--- src/design/plst_pkg.sv ---
// Shared types, widths and codes of the positional list engine.
package plst_pkg;

  // Number of list entries the storage holds.
  localparam int DEPTH  = 64;
  localparam int ADDR_W = (DEPTH > 1) ? $clog2(DEPTH) : 1;
  localparam int CNT_W  = $clog2(DEPTH + 1);

  // Fixed payload widths.
  localparam int CMD_W  = 2;
  localparam int POS_W  = 7;
  localparam int VAL_W  = 32;
  localparam int LEN_W  = 7;
  localparam int STAT_W = 2;

  // Width used to compare a requested position against the entry count.
  localparam int CMP_W  = (CNT_W > POS_W) ? CNT_W : POS_W;

  typedef enum logic [CMD_W-1:0] {
    CMD_INSERT = 2'd0,
    CMD_REMOVE = 2'd1,
    CMD_GET    = 2'd2,
    CMD_SEARCH = 2'd3
  } cmd_t;

  typedef enum logic [STAT_W-1:0] {
    ST_OK     = 2'd0,
    ST_BADPOS = 2'd1,
    ST_FULL   = 2'd2
  } status_t;

  typedef enum logic [3:0] {
    S_IDLE = 4'b0001,
    S_UP   = 4'b0010,
    S_SCAN = 4'b0100,
    S_FIN  = 4'b1000
  } state_t;

endpackage

--- src/design/plst_req_if.sv ---
// Command channel of the positional list engine.
interface plst_req_if;
  logic                              valid;
  logic                              ready;
  logic [plst_pkg::CMD_W-1:0]        cmd;
  logic [plst_pkg::POS_W-1:0]        position;
  logic signed [plst_pkg::VAL_W-1:0] operand_value;

  modport source (output valid, output cmd, output position, output operand_value,
                  input ready);
  modport sink   (input valid, input cmd, input position, input operand_value,
                  output ready);
endinterface

--- src/design/plst_rsp_if.sv ---
// Result channel of the positional list engine.
interface plst_rsp_if;
  logic                              valid;
  logic                              ready;
  logic signed [plst_pkg::VAL_W-1:0] result_value;
  logic                              found;
  logic [plst_pkg::LEN_W-1:0]        list_length;
  logic [plst_pkg::STAT_W-1:0]       status;

  modport source (output valid, output result_value, output found, output list_length,
                  output status, input ready);
  modport sink   (input valid, input result_value, input found, input list_length,
                  input status, output ready);
endinterface

--- src/design/plst_ram.sv ---
// Generic single-write, single-read RAM with a registered read port.
module plst_ram #(
  parameter int WIDTH = 32,
  parameter int DEPTH = 64,
  localparam int AW = (DEPTH > 1) ? $clog2(DEPTH) : 1
) (
  input  logic             clk,
  input  logic             we,
  input  logic [AW-1:0]    waddr,
  input  logic [WIDTH-1:0] wdata,
  input  logic             re,
  input  logic [AW-1:0]    raddr,
  output logic [WIDTH-1:0] rdata
);

  logic [WIDTH-1:0] mem [DEPTH];

  always_ff @(posedge clk) begin
    if (we) begin
      mem[waddr] <= wdata;
    end
    if (re) begin
      rdata <= mem[raddr];
    end
  end

endmodule

--- src/design/positional_list_engine_top.sv ---
// Top level of the positional list engine: command sequencer around the entry memory.
//
// The engine keeps an ordered list of up to DEPTH signed 32-bit entries in one
// single-port-write, single-port-read memory and a length register. Each command
// transfer on req yields exactly one result transfer on rsp carrying the fetched or
// removed entry, the search hit flag, the length after the command and a status
// (ok, bad position, list full). The memory moves one entry per cycle, so the cost
// of a command follows the number of entries it touches: an insert at position p
// shifts every entry from p to the end, a remove every entry above p, a get reads
// one entry and a search reads the whole list; a rejected command touches none.
// A new command is taken only when the previous one has finished all its memory
// writes, while its result may still wait in the output register for the consumer.
// The memory needs no clearing after reset: only entries below the length are ever
// read, and each was written.
module positional_list_engine_top (
  input logic            clk,
  input logic            rst,
  plst_req_if.sink       req,
  plst_rsp_if.source     rsp
);

  localparam int AW = plst_pkg::ADDR_W;
  localparam int CW = plst_pkg::CNT_W;

  plst_pkg::state_t  state, state_next;
  plst_pkg::cmd_t    op, op_next;
  plst_pkg::status_t stat, stat_next;

  logic [CW-1:0] cnt, cnt_next;
  logic [CW-1:0] ptr, ptr_next;
  logic [CW-1:0] lim, lim_next;
  logic [CW-1:0] pos, pos_next;
  logic [CW-1:0] ptr_dec;

  logic signed [plst_pkg::VAL_W-1:0] val, val_next;
  logic signed [plst_pkg::VAL_W-1:0] res, res_next;
  logic                              hit, hit_next;

  // A read was issued last cycle; its data is on mem_rdata now.
  logic          pend, pend_next;
  logic [AW-1:0] pend_addr, pend_addr_next;

  logic                              out_valid, out_valid_next;
  logic signed [plst_pkg::VAL_W-1:0] out_value, out_value_next;
  logic                              out_found, out_found_next;
  logic [plst_pkg::LEN_W-1:0]        out_len, out_len_next;
  logic [plst_pkg::STAT_W-1:0]       out_stat, out_stat_next;

  logic                       mem_we;
  logic [AW-1:0]              mem_waddr;
  logic [plst_pkg::VAL_W-1:0] mem_wdata;
  logic                       mem_re;
  logic [AW-1:0]              mem_raddr;
  logic [plst_pkg::VAL_W-1:0] mem_rdata;

  logic [plst_pkg::CMP_W-1:0] req_pos_ext;
  logic [plst_pkg::CMP_W-1:0] cnt_ext;

  plst_ram #(
    .WIDTH (plst_pkg::VAL_W),
    .DEPTH (plst_pkg::DEPTH)
  ) u_store (
    .clk   (clk),
    .we    (mem_we),
    .waddr (mem_waddr),
    .wdata (mem_wdata),
    .re    (mem_re),
    .raddr (mem_raddr),
    .rdata (mem_rdata)
  );

  assign req.ready = (state == plst_pkg::S_IDLE);

  assign rsp.valid        = out_valid;
  assign rsp.result_value = out_value;
  assign rsp.found        = out_found;
  assign rsp.list_length  = out_len;
  assign rsp.status       = out_stat;

  assign req_pos_ext = plst_pkg::CMP_W'(req.position);
  assign cnt_ext     = plst_pkg::CMP_W'(cnt);
  assign ptr_dec     = ptr - CW'(1);

  always_comb begin
    state_next     = state;
    op_next        = op;
    stat_next      = stat;
    cnt_next       = cnt;
    ptr_next       = ptr;
    lim_next       = lim;
    pos_next       = pos;
    val_next       = val;
    res_next       = res;
    hit_next       = hit;
    pend_next      = 1'b0;
    pend_addr_next = pend_addr;

    out_valid_next = out_valid;
    out_value_next = out_value;
    out_found_next = out_found;
    out_len_next   = out_len;
    out_stat_next  = out_stat;

    mem_we    = 1'b0;
    mem_waddr = pend_addr;
    mem_wdata = mem_rdata;
    mem_re    = 1'b0;
    mem_raddr = ptr[AW-1:0];

    // The consumer took the waiting result.
    if (out_valid && rsp.ready) begin
      out_valid_next = 1'b0;
    end

    case (state)
      plst_pkg::S_IDLE: begin
        if (req.valid) begin
          op_next   = plst_pkg::cmd_t'(req.cmd);
          pos_next  = CW'(req.position);
          val_next  = req.operand_value;
          res_next  = '0;
          hit_next  = 1'b0;
          stat_next = plst_pkg::ST_OK;
          case (req.cmd)
            plst_pkg::CMD_INSERT: begin
              if (req_pos_ext > cnt_ext) begin
                stat_next  = plst_pkg::ST_BADPOS;
                state_next = plst_pkg::S_FIN;
              end else if (cnt == CW'(plst_pkg::DEPTH)) begin
                stat_next  = plst_pkg::ST_FULL;
                state_next = plst_pkg::S_FIN;
              end else begin
                ptr_next   = cnt;
                state_next = plst_pkg::S_UP;
              end
            end
            plst_pkg::CMD_REMOVE: begin
              if (req_pos_ext >= cnt_ext) begin
                stat_next  = plst_pkg::ST_BADPOS;
                state_next = plst_pkg::S_FIN;
              end else begin
                ptr_next   = CW'(req.position);
                lim_next   = cnt;
                state_next = plst_pkg::S_SCAN;
              end
            end
            plst_pkg::CMD_GET: begin
              if (req_pos_ext >= cnt_ext) begin
                stat_next  = plst_pkg::ST_BADPOS;
                state_next = plst_pkg::S_FIN;
              end else begin
                ptr_next   = CW'(req.position);
                lim_next   = CW'(req.position) + CW'(1);
                state_next = plst_pkg::S_SCAN;
              end
            end
            plst_pkg::CMD_SEARCH: begin
              ptr_next   = '0;
              lim_next   = cnt;
              state_next = plst_pkg::S_SCAN;
            end
            default: begin
              state_next = plst_pkg::S_FIN;
            end
          endcase
        end
      end

      // Shift entries up one place, from the top down to the insert position.
      plst_pkg::S_UP: begin
        if (pend) begin
          mem_we    = 1'b1;
          mem_waddr = pend_addr + AW'(1);
          mem_wdata = mem_rdata;
        end
        if (ptr > pos) begin
          mem_re         = 1'b1;
          mem_raddr      = ptr_dec[AW-1:0];
          pend_next      = 1'b1;
          pend_addr_next = ptr_dec[AW-1:0];
          ptr_next       = ptr_dec;
        end else if (!pend) begin
          // The write port is free again: place the new entry.
          mem_we     = 1'b1;
          mem_waddr  = pos[AW-1:0];
          mem_wdata  = val;
          cnt_next   = cnt + CW'(1);
          state_next = plst_pkg::S_FIN;
        end
      end

      // Ascending walk used by remove (read and shift down), get and search.
      plst_pkg::S_SCAN: begin
        if (pend) begin
          case (op)
            plst_pkg::CMD_REMOVE: begin
              if (pend_addr == pos[AW-1:0]) begin
                res_next = mem_rdata;
              end else begin
                mem_we    = 1'b1;
                mem_waddr = pend_addr - AW'(1);
                mem_wdata = mem_rdata;
              end
            end
            plst_pkg::CMD_GET: begin
              res_next = mem_rdata;
            end
            plst_pkg::CMD_SEARCH: begin
              if (mem_rdata == val) begin
                hit_next = 1'b1;
              end
            end
            default: begin
            end
          endcase
        end
        if (ptr < lim) begin
          mem_re         = 1'b1;
          mem_raddr      = ptr[AW-1:0];
          pend_next      = 1'b1;
          pend_addr_next = ptr[AW-1:0];
          ptr_next       = ptr + CW'(1);
        end else if (!pend) begin
          if (op == plst_pkg::CMD_REMOVE) begin
            cnt_next = cnt - CW'(1);
          end
          state_next = plst_pkg::S_FIN;
        end
      end

      // Hand the result to the output register once it is free.
      plst_pkg::S_FIN: begin
        if (!out_valid || rsp.ready) begin
          out_valid_next = 1'b1;
          out_value_next = res;
          out_found_next = hit;
          out_len_next   = plst_pkg::LEN_W'(cnt);
          out_stat_next  = stat;
          state_next     = plst_pkg::S_IDLE;
        end
      end

      default: begin
        state_next = plst_pkg::S_IDLE;
      end
    endcase
  end

  always_ff @(posedge clk) begin
    if (rst) begin
      state     <= plst_pkg::S_IDLE;
      cnt       <= '0;
      pend      <= 1'b0;
      out_valid <= 1'b0;
    end else begin
      state     <= state_next;
      cnt       <= cnt_next;
      pend      <= pend_next;
      out_valid <= out_valid_next;
    end
    op        <= op_next;
    stat      <= stat_next;
    ptr       <= ptr_next;
    lim       <= lim_next;
    pos       <= pos_next;
    val       <= val_next;
    res       <= res_next;
    hit       <= hit_next;
    pend_addr <= pend_addr_next;
    out_value <= out_value_next;
    out_found <= out_found_next;
    out_len   <= out_len_next;
    out_stat  <= out_stat_next;
  end

endmodule

--- src/flat_wrapper.sv ---
// flat-port wrapper written by rule: the top's interface ports become plain ports
module positional_list_engine_top_flat 
  (clk, rst, req_valid, req_cmd, req_position, req_operand_value, req_ready, rsp_valid, rsp_result_value, rsp_found, rsp_list_length, rsp_status, rsp_ready);
  plst_req_if req_i ();
  plst_rsp_if rsp_i ();
  input logic clk;
  input logic rst;
  input wire logic [$bits(req_i.valid)-1:0] req_valid;
  input wire logic [$bits(req_i.cmd)-1:0] req_cmd;
  input wire logic [$bits(req_i.position)-1:0] req_position;
  input wire logic [$bits(req_i.operand_value)-1:0] req_operand_value;
  output wire logic [$bits(req_i.ready)-1:0] req_ready;
  output wire logic [$bits(rsp_i.valid)-1:0] rsp_valid;
  output wire logic [$bits(rsp_i.result_value)-1:0] rsp_result_value;
  output wire logic [$bits(rsp_i.found)-1:0] rsp_found;
  output wire logic [$bits(rsp_i.list_length)-1:0] rsp_list_length;
  output wire logic [$bits(rsp_i.status)-1:0] rsp_status;
  input wire logic [$bits(rsp_i.ready)-1:0] rsp_ready;
  assign req_i.valid = req_valid;
  assign req_i.cmd = req_cmd;
  assign req_i.position = req_position;
  assign req_i.operand_value = req_operand_value;
  assign req_ready = req_i.ready;
  assign rsp_valid = rsp_i.valid;
  assign rsp_result_value = rsp_i.result_value;
  assign rsp_found = rsp_i.found;
  assign rsp_list_length = rsp_i.list_length;
  assign rsp_status = rsp_i.status;
  assign rsp_i.ready = rsp_ready;
  positional_list_engine_top u_core (.clk(clk), .rst(rst), .req(req_i), .rsp(rsp_i));
endmodule
--- config.mk ---
export PLATFORM = sky130hd
export DESIGN_NAME = positional_list_engine_top_flat
export DESIGN_NICKNAME = d
export VERILOG_FILES = /design/src/design/plst_pkg.sv /design/src/design/plst_req_if.sv /design/src/design/plst_rsp_if.sv /design/src/design/plst_ram.sv /design/src/design/positional_list_engine_top.sv /design/src/flat_wrapper.sv
export SDC_FILE = /design/constraint.sdc
export NUM_CORES = 2
export LEC_CHECK = 0
export ABC_AREA = 1
export BUFFER_PORTS_ARGS = -buffer_cell sky130_fd_sc_hd__buf_2
export CAP_MARGIN = 20
export CORE_MARGIN = 3
export CORE_UTILIZATION = 43
export DETAILED_ROUTE_END_ITERATION = 12
export HOLD_SLACK_MARGIN = 0.1
export SLEW_MARGIN = 40
export SYNTH_ARGS = -nofsm -noshare
export SYNTH_HDL_FRONTEND = slang
export SYNTH_HIERARCHICAL = 1
export SYNTH_SLANG_ARGS = --single-unit
export TNS_END_PERCENT = 100
--- constraint.sdc ---
create_clock -name clk -period 8.4 [get_ports clk]
set_input_delay 0.84 -clock clk [delete_from_list [all_inputs] [get_ports clk]]
set_output_delay 0.84 -clock clk [all_outputs]
set_load 0.05 [all_outputs]
==> Yosys cells after proc, flatten, opt, wreduce, memory -nomap -nowiden <==
Memory sizes are Yosys's and may differ from the RTL's. A register that Yosys moved wholly into a read port is not among the register bits.
Index checks and enable logic that the tools add are counted.
{ "word_totals": {"reg_bits": 151, "ramBits": 2048, "in_bits": 45, "wordCells": 150, "mem_count": 1} }
{ "mem_list": {"columns": ["memory", "words", "word_bits", "rd", "rd_ports_with_merged_regs", "wr", "line_no", "source"], "rows": [
  ["u_core.u_store.mem", 64, 32, 1, 1, 1, "plst_ram.sv:16", "logic [WIDTH-1:0] mem [DEPTH];"]
]} }
{ "classes": {"addsub": 7, "magnitude_cmp": 4, "eq_ne": 32, "muxes": 71, "reduce_logical": 18} }
{ "ops": {"columns": ["cell", "n"], "rows": [
  ["$mux W32", 6],
  ["$pmux W32 S2", 2],
  ["$mux W7", 13],
  ["$pmux W7 S3", 3],
  ["$mux W6", 10],
  ["$eq A32 B32 Y1", 1],
  ["$mux W4", 8],
  ["$pmux W6 S2", 2],
  ["$add A7 B1 Y7 const B", 3],
  ["$mux W1", 18],
  ["$ne A2 B2 Y1 const B", 8],
  ["$pmux W4 S4", 1],
  ["$reduce_and A5 Y1", 3],
  ["$gt A7 B7 Y1", 2],
  ["$pmux W7 S2", 1],
  ["$sub A7 B1 Y7 const B", 2],
  ["$ne A2 B1 Y1 const B", 6],
  ["$pmux W4 S3", 1],
  ["$ne A3 B3 Y1 const B", 3],
  ["$eq A2 B2 Y1 const B", 4],
  ["$eq A7 B7 Y1 const B", 1],
  ["$ge A7 B7 Y1", 1],
  ["$lt A7 B7 Y1", 1],
  ["$reduce_and A7 Y1", 1],
  ["other kinds (23)", 31]
]} }

==> Depth between registers and ports, before layout <==
{ "depth": {"ltp_word": 7, "depth_mapped": 24, "mapped_depth_nobuf": 20} }

==> Cells and area by module <==
Netlist, hierarchy kept.
{ "modules_own_cells": {"columns": ["module", "instances", "cells_each", "area_each_um2", "seq_area_each_um2"], "rows": [
  ["plst_ram", 1, 6785, 83106.0, 62459.9],
  ["positional_list_engine_top", 1, 851, 7977.7, 4404.2]
]} }

==> Least setup slack after synthesis <==
No wires, ideal clock.
{ "synth_timing": {"kind": "input-to-reg", "from": "in rsp_ready", "to": "reg u_core.out_found, in the netlist u_core/rsp.found (enable)", "setup_ns": 0.546, "arrival_ns": 4.889, "path_slack_ns": 2.965, "cell_stages": 2, "n_path_buf": 0, "path_cell_list": "nor2_1 -> nor4_1"} }
{ "synth_via": {"elab_chain_cells": 2} }
{ "synth_rtl": {"columns": ["item", "line_no", "source"], "rows": [
  ["from (decl)", "flat_wrapper.sv:18", "input wire logic [$bits(rsp_i.ready)-1:0] rsp_ready;"],
  ["$logic_or A1 B1 Y1", "positional_list_engine_top.sv:233", "if (!out_valid || rsp.ready) begin"],
  ["$reduce_and A2 Y1 (no source line)", null, null],
  ["to (signal assigned)", "positional_list_engine_top.sv:271", "out_found <= out_found_next;"],
  ["to (decl)", "positional_list_engine_top.sv:45", "logic out_found, out_found_next;"]
]} }
No other way between the ends.
A chain may end at the register's enable or synchronous reset.

==> Final worst setup path <==
{ "layout_timing": {"from": "reg u_core.ptr[2]", "to": "reg u_core.u_store.rdata[21], read port of u_core.u_store.mem (data pin)"} }
{ "layout_via": {"elab_chain_cells": 3} }
{ "layout_rtl": {"columns": ["item", "line_no", "source"], "rows": [
  ["from (decl)", "positional_list_engine_top.sv:30", "logic [CW-1:0] ptr, ptr_next;"],
  ["from (signal assigned)", "positional_list_engine_top.sv:263", "ptr <= ptr_next;"],
  ["$gt A7 B7 Y1", "positional_list_engine_top.sv:176", "if (ptr > pos) begin"],
  ["$mux W6", "positional_list_engine_top.sv:176", null],
  ["$mux W6", null, null],
  ["net u_core.mem_raddr[0]", "positional_list_engine_top.sv:53", "logic [AW-1:0] mem_raddr;"],
  ["to (decl)", "plst_ram.sv:13", "output logic [WIDTH-1:0] rdata"]
]} }
The timed path passes the listed nets, and every way through them passes these cells.

==> flow_summary.ini <==
[place]
finalWeightedCongestion = 0.849
hpwl_um = 143000
dp.cells = 10200
portBuffers = 88

[cts]
htree_levels = 4
post-cts-setup-buffers = 0
cts_tree = yes
cts.sinks = 2231
ctsResizeCount = 0
cts_hold_buffers = 19
clk_pin_slew_worst_paths_ps = 60
clk_latency_ps = 890
cts_buffer_depth = 3
numCtsBuffers = 221
clockRootBuffer = clkbuf_16

[final_layout]
mostFrequentLayoutCell = nand2_1
fillers = 18200
fin_nets = 7764
stdcell_count = 10700
area_growth_syn_to_layout_pct = 12.9
drive_above_1_share_pct = 8.98
final_cell_mix = nand2_1, edfxtp_1, nand3_1
multi_input_area_sq_um = 22300
ff_latch_area_sq_um = 66900

[global_routing]
met2_usage_pct = 36.3
grtUsageMet3_pct = 5.42
use_met1_pct = 35.1
grt_max_degree = 171
track_usage_pct = 24.2
grt_first_pass_wirelength_um = 389000
antenna_found_initial = 9
overflow = 0
grt.busiest_layer = met2
grt_pass1_vias = 56300

[logic_synthesis]
synth_edf_count = 2218
avgSynthCellArea_sq_um = 11.9
synth_xor_area_share_pct = 0.240
synthDistinctLibCells = 43
synthesis.area_sq_um = 91100
syn-instance-count = 7636
synth_compound_area_share_pct = 0.776
ys.flop_type = edfxtp_1
ys_async_sr_fraction_pct = 0
synthMuxAreaShare_pct = 0
synth.net_count = 7718
yosysSeqAreaShare_pct = 73.4
ys_ff_latch = 2231
synth_fa_ha_area_share_pct = 0.517
yosysWarnings = 6
synth-simple-area-share_pct = 21.8
synth_top_family_by_area = simple AND/OR/NAND/NOR gates

[timing]
rsz0062_at_grt = no
finalClockSkew_ps = 49.9
fin_crit_sh_pct = 69.5
drv_slew = 0
tns_ps = 0
setup_viol = 0
worst_pin_slew_ps = 948
maxSlewHeadroom_pct = 36.8
max_clock_freq_ghz = 0.171
final-hold-violation-count = 0
min_period_ps = 5840

[critical_path]
arrival_ps = 6540
worstSetupEndpointType = flop
rr_endpoint = u_core/u_store/rdata[21]
path_max_fanout = 146
critPathLaunchType = flop
crit_type = reg -> reg
worstReg2RegStart = u_core/ptr[2]
cp.required_ps = 9100
reg2regPathDepth = 23
rrSetupSlack_ps = 2560

[hold_path]
hold_path_class = in -> reg
worstHoldEndpoint = u_core/val[10]
holdPathStages = 1
hp-start = req_operand_value[10]

[route]
ant_nets = 0
totalWireLength_um = 268000
dr.pass1.iters = 6
drt_first_iter_violations = 7802
drc = 0
via_per_inst = 5.66
vias = 60400
avgRoutedWirePerCell_um = 25.1

[pwr]
max-vdd-ir-drop_uv = 316
leakage_uw = 0.0363
power_density_nw_per_um2 = 347

[floorplan]
die_h_um = 466
fp.dieW_um = 466
fp-row-count = 168
start_util_pct = 43.3
die_area_sq_um = 217000
core-area_sq_um = 210000
io_pins = 89

[outcome]
status = finished, final reports clean

[flow_run]
cap_violations = 0
-- routing by layer --
metal	vias up	part of all wire, %
met1	29900	42
met5	-	0.019
met3	407	11
met2	2967	44
met4	6	3.1
li1	27100	-
-- sequential cells by signal, summed over array words and instances, names as in the netlist, 6 cells and up --
| signal | flops |
|---|---|
| u_core/res | 32 |
| u_core/cnt | 7 |
| u_core/u_store/rdata | 32 |
| u_core/pend_addr | 6 |
| u_core/rsp.list_length | 7 |
| u_core/ptr | 7 |
| u_core/rsp.result_value | 32 |
| u_core/u_store/mem | 2048 |
| u_core/pos | 7 |
| u_core/lim | 7 |
| u_core/val | 32 |
-- critical path: stages (launching register included) --
cell,delay [ps]
edfxtp_1,540
ha_1,360
nand2_1,60
inv_1,60
nand2_1,50
nand2_1,60
nand2_1,50
nand2_1,110
nand3_2,230
inv_1,490
o22ai_4,130
buf_12,210
buf_16,290
inv_16,480
buf_4,480
buf_4,390
nand2_1,90
nand3_1,80
nand3_1,80
nand2_1,90
nand2_1,60
nand3_1,300
nand3_1,540
nand2_1,220
-- synth_stat cells (3+ instances only) --
cell / instances / share of area (%)
a21oi_1: 44 / 0.24
buf_1: 57 / 0.23
buf_2: 256 / 1.4
buf_4: 43 / 0.35
buf_6: 19 / 0.23
clkbuf_1: 92 / 0.38
dfxtp_1: 13 / 0.29
edfxtp_1: 2218 / 73
ha_1: 36 / 0.49
inv_1: 140 / 0.58
inv_2: 6 / 0.025
nand2_1: 2426 / 10
nand3_1: 1953 / 11
nand3_2: 5 / 0.055
nand3b_1: 3 / 0.025
nand4_1: 13 / 0.089
nor2_1: 158 / 0.65
nor2_2: 3 / 0.021
nor3_1: 25 / 0.14
nor4_1: 3 / 0.021
o211ai_1: 4 / 0.033
o21ai_0: 49 / 0.27
o21ai_1: 7 / 0.038
o21bai_1: 4 / 0.033
o22ai_1: 11 / 0.076
xnor2_1: 4 / 0.038
xor2_1: 21 / 0.20
-- power breakdown --
group	switching, uW	total [uW]	internal (uW)
clock network	4230	9570	5330
logic	9620	12800	3180
registers	192	13300	13100
-- metrics by stage --
step	power [uW]	hold slack (ps)	utilization [%]	area (sq um)	setup slack, ps
CTS	35500	101	48.8	103000	2750
finish	35600	164	48.9	103000	2560
global route	37200	121	48.9	103000	2330
detailed placement	26000	406	45.4	95500	2800
floorplan	21500	400	-	91100	2970
global placement	25800	403	45.2	95000	2800
-- logic make-up (layout without fill, tap and decap cells) --
group	after synthesis	after routing
simple gates	4599	4599
flops	2231	2231
buf+inv	615	848
compound gates	129	129
fa+ha+maj	37	37
xor+xnor	25	25
other cells	0	3
-- worst max path at each step --
stage                        from                       end  depth (start not counted)
global placement    u_core/ptr[2]  u_core/u_store/rdata[21]                         22
global route        u_core/ptr[2]  u_core/u_store/rdata[21]                         23
CTS                 u_core/ptr[2]  u_core/u_store/rdata[21]                         22
finish              u_core/ptr[2]  u_core/u_store/rdata[21]                         23
floorplan               rsp_ready          u_core/rsp.found                          2
detailed placement  u_core/ptr[2]  u_core/u_store/rdata[21]                         22
-- area by class of cell --
| type | count | area share (%) |
|---|---|---|
| Clock buffer | 279 | 5.66 |
| Timing Repair Buffer | 290 | 2.56 |
| Tap cell | 2805 | 3.41 |
| Inverter | 148 | 0.580 |
| Sequential cell | 2231 | 65.0 |
| Multi-Input combinational cell | 4790 | 21.6 |
| Antenna cell | 3 | 0.00730 |
| Clock inverter | 131 | 1.12 |
(Power assumes the default switching activity.)
